**config.mk**
```make
export PLATFORM = sky130hd
export DESIGN_NAME = ufstf_ctrl
export DESIGN_NICKNAME = d
export VERILOG_FILES = /design/src/sv/ufstf_pkg.sv /design/src/sv/ufstf_ctrl.sv
export SDC_FILE = /design/constraint.sdc
export NUM_CORES = 1
export LEC_CHECK = 0
export ABC_CLOCK_PERIOD_IN_PS = 2250
export BUFFER_PORTS_ARGS = -buffer_cell sky130_fd_sc_hd__clkbuf_2
export CORE_AREA = 4 4 41 43
export CTS_CLUSTER_DIAMETER = 40
export DETAILED_ROUTE_END_ITERATION = 6
export DIE_AREA = 0 0 45 47
export PLACE_DENSITY_LB_ADDON = 0.3
export SYNTH_ARGS = -nofsm -noshare
export SYNTH_HDL_FRONTEND = slang
export SYNTH_SLANG_ARGS = --single-unit
```
**constraint.sdc**
```tcl
create_clock -name clk -period 2.25 [get_ports clk]
set_input_delay 0.225 -clock clk [delete_from_list [all_inputs] [get_ports clk]]
set_output_delay 0.225 -clock clk [all_outputs]
set_load 0.05 [all_outputs]
```
**src/sv/ufstf_pkg.sv**
```systemverilog
// shared types and constants for the union-find spanning tree filter
// no dependencies; imported by ufstf_ctrl, ufstf_dp and the top level
package ufstf_pkg;

	localparam int MAX_NODES = 65536;
	localparam int NODE_W    = 16;
	localparam int CNT_W     = 17;
	localparam int SIZE_W    = 17;

	typedef enum logic [2:0] {
		S_CLEAR,
		S_IDLE,
		S_FIND,
		S_COMP,
		S_JOIN,
		S_DONE
	} state_t;

	typedef enum logic [2:0] {
		OP_NONE,
		OP_CLEAR,
		OP_LOAD,
		OP_WALK,
		OP_COMPRESS,
		OP_JOIN
	} dp_op_t;

	typedef struct packed {
		logic clr_last;
		logic reject;
		logic at_root;
		logic on_root;
		logic side;
	} dp_stat_t;

endpackage

```
**src/sv/ufstf_ctrl.sv**
```systemverilog
// controller state machine: clearing pass, root walks, compression, join
// depends on ufstf_pkg
module ufstf_ctrl import ufstf_pkg::*; (
	input  logic     clk,
	input  logic     arst_n,
	input  logic     start,
	input  dp_stat_t stat,
	output dp_op_t   op,
	output logic     busy,
	output logic     done
);

	state_t state_q;
	state_t state_d;

	always_ff @(posedge clk or negedge arst_n) begin
		if (!arst_n) begin
			state_q <= S_CLEAR;
		end else begin
			state_q <= state_d;
		end
	end

	always_comb begin
		state_d = state_q;
		unique case (state_q)
			S_CLEAR: begin
				if (stat.clr_last) state_d = S_IDLE;
			end
			S_IDLE: begin
				if (start) state_d = S_FIND;
			end
			S_FIND: begin
				if (stat.reject) state_d = S_DONE;
				else if (stat.at_root) state_d = S_COMP;
			end
			S_COMP: begin
				if (stat.on_root) state_d = stat.side ? S_JOIN : S_FIND;
			end
			S_JOIN: state_d = S_DONE;
			S_DONE: state_d = S_IDLE;
			default: state_d = S_IDLE;
		endcase
	end

	always_comb begin
		op   = OP_NONE;
		busy = 1'b1;
		done = 1'b0;
		unique case (state_q)
			S_CLEAR: op = OP_CLEAR;
			S_IDLE: begin
				busy = 1'b0;
				if (start) op = OP_LOAD;
			end
			S_FIND: begin
				if (!stat.reject) op = OP_WALK;
			end
			S_COMP: op = OP_COMPRESS;
			S_JOIN: op = OP_JOIN;
			S_DONE: done = 1'b1;
			default: op = OP_NONE;
		endcase
	end

endmodule

```
==> parameters.txt <==
Parameter                              Value

Outcome
  Run status    finished clean

Cells and area
  Diodes inserted    0
  Number of flip-flops under the largest register name    3
  Layout Cell Area excl Fill    around 370 um2
  Register name with the most flops    state_q
  Core occupancy in the finished layout    28.7%
  Fill cell instance count of the final layout    approximately 160
  Fraction of final layout cells sized beyond drive strength 1    38.8%
  Layout overhead on the synthesized area    36.1%
  Nets    58
  Regs by FF count    state_q x3

Clock network
  Clock H-tree levels    1
  Clock tree from TritonCTS    yes
  Clock latency of the later-clocked register in the worst-skew pair    roughly 230 ps
  Clock-pin slew on the worst setup and hold paths    40 ps
  Number of buffers inserted during clock tree synthesis    3
  Post-CTS Setup Repair Bufs    0
  # clock sinks    3
  Root buffer cell    sky130_fd_sc_hd__clkbuf_4
  Largest buffer count on any clock path    2

Global routing
  Pin count of the biggest net entering global routing    16
  Total Routing Usage GR    under 10%
  Global-route wire length before repair    about 1000 um
  Via count of the first global-routing pass    240
  Antenna violations before repair    0
  Global route overflow    0

STA
  Setup violation total in the final timing report    0
  Worst Hold Slack    slightly below 300 ps
  Final slew viol count    0
  Final Hold Vio Count    0
  Fmax    between 0.5 and 0.6 GHz
  Worst-margin pin slew    between 400 and 500 ps
  Part of the cycle the worst path needs    between 70% and 80%
  Worst-case headroom to the max-slew limit    between 70% and 80%
  Skew final    1.35 ps
  Tmin final    about 1700 ps
  Setup repair after global routing missed its margin    no
  Summed negative setup slack over all endpoints    0 ps

Die
  Chip width    between 40 and 50 um
  Row cnt    13
  Total I/O pin count    13
  Die area    roughly 2100 um2
  Chip Height    approximately 47 um
  Core area    between 1000 and 1500 um2
  Initial core utilization    21.1%

Yosys
  Dominant register cell in the synthesized netlist    sky130_fd_sc_hd__dfrtp_1
  Post-Synthesis Net Count    between 40 and 50
  Post-synthesis cell type with the largest combined area    sky130_fd_sc_hd__dfrtp_1
  Count of mapped cells out of synthesis    34
  Top-count cell post-synth    sky130_fd_sc_hd__nor2_1
  Yosys cell types    24
  Share of synthesized flip-flops with an asynchronous set or reset    100%
  Largest cells by area after synthesis    sky130_fd_sc_hd__dfrtp_1 (27%), sky130_fd_sc_hd__nor2_1 (8.2%), sky130_fd_sc_hd__nand2b_4 (5.0%), sky130_fd_sc_hd__a31oi_1 (4.6%), sky130_fd_sc_hd__o31ai_2 (4.6%)
  Synth warn    0
  Post-synth top area share    ~27%
  Commonest cells in the synthesized netlist    sky130_fd_sc_hd__nor2_1 (6), sky130_fd_sc_hd__dfrtp_1 (3), sky130_fd_sc_hd__a31oi_1 (2), sky130_fd_sc_hd__inv_1 (2), sky130_fd_sc_hd__o21ai_0 (2)
  Average cell area after synthesis    8.06 um2
  Sequential element share of the synthesized area    roughly 27%
  #FFs+latches synth    3
  Count of flip-flops with a built-in enable after synthesis    0
  Synthesized cell area    ~270 um2

Route
  Total vias in the final route    between 200 and 300
  Detailed-router iteration count before antenna repair    2
  DRC violation count after routing    0
  1st-iter DRT viols    2
  Wire length per cell after detailed routing    around 10 um
  Antenna violation net count after detailed routing    0
  Routed wire length on met3    just under 60 um
  Met2 WL post-DR    ~250 um
  Highest routing layer actually used    met4
  Total Wirelength    between 600 and 700 um
  Routed metal-1 wirelength    327 um
  Via-to-Cell Ratio    4.41

Placed design
  Count of buffers from port buffering    12
  Gpl congestion    approximately 0.80
  Placed standard-cell area    between 300 and 400 um2

Min path
  Hold Path Cell Cnt    3
  Class of the tightest hold or removal check    input pin to flip-flop

Setup path
  Data arrival at the endpoint of the critical path    approximately 1500 ps
  Worst reg2reg path depth    3
  Crit-path max FO    15
  Data required time at the worst endpoint    just over 2000 ps
  Worst Path Class, Setup    flip-flop to output pin
  Type of destination of the critical path    output pin
  Startpoint class of the critical path    flip-flop

Pwr
  Static power due to leakage    0.000184 uW
  PwrDens    between 1500 and 2000 nW/um2
  VDD IR max    roughly 0.51 mV
  Overall Power    657 uW

Flow run
  Number of maximum-capacitance constraint violations    0
[layout make-up]
cell class / count / area, um2 / share of cell area (%)
sequential: 3 / 75.1 / 20.1
tap: 15 / 18.8 / 5.03
clock buffer: 4 / 26.3 / 7.05
inverter: 2 / 7.51 / 2.01
timing repair buffer: 13 / 70.1 / 18.8
multi-input combinational: 27 / 175 / 47.0
[cells by family (layout without fill, tap and decap cells)]
family,Yosys count,after routing,share of synthesized area [%]
simple gates,17,17,36.5
compound gates,10,10,27.4
buf+inv,4,19,8.67
flops,3,3,27.4
[cells in the final DEF (no fill, tap or decap), types with 2 or more instances in the layout]
cell	n
sky130_fd_sc_hd__a31oi_1	2
sky130_fd_sc_hd__clkbuf_2	12
sky130_fd_sc_hd__clkbuf_4	3
sky130_fd_sc_hd__inv_1	2
sky130_fd_sc_hd__dfrtp_1	3
sky130_fd_sc_hd__nor2_1	6
sky130_fd_sc_hd__o21ai_0	2
[report_power, final]
part           switching, uW  total, uW  internal [uW]
clock                   26.4       92.8           66.4
sequential              77.1        159           81.7
combinational            268        405            137
[metal layers]
metal  vias to the layer above  track usage, %
met4                         0            3.51
li1                        151               -
met2                        13            9.04
met3                         2            4.60
met5                         -               0
met1                       116            9.55
[worst max-delay path, stage by stage, from the launching register on]
cell	delay [ps]
sky130_fd_sc_hd__dfrtp_1	520
sky130_fd_sc_hd__nor3b_1	260
sky130_fd_sc_hd__a31oi_1	60
sky130_fd_sc_hd__nor2_1	110
sky130_fd_sc_hd__clkbuf_2	280
[timing repair]
item                      in CTS  in global routing
hold buffers                   1                  0
hold endpoints to repair       3                  0
gates resized for setup        0                  0
[through the flow]
step / setup slack, ps / std cells
after global placement: 807 / 59
after global routing: 446 / 64
after floorplan: 311 / 34
final: 564 / 64
after detailed placement: 816 / 59
after CTS: 557 / 64
[final timing paths]
kind	slack (ps)	end	from
hold reg to reg	660	state_q[1]	state_q[2]
max in group asynchronous	1810	state_q[1]	arst_n
hold / removal	290	state_q[2]	stat[0]
setup reg to reg	1110	state_q[1]	state_q[0]
setup / recovery	560	op[1]	state_q[0]
min in group asynchronous	330	state_q[0]	arst_n
(Power assumes the default switching activity.)
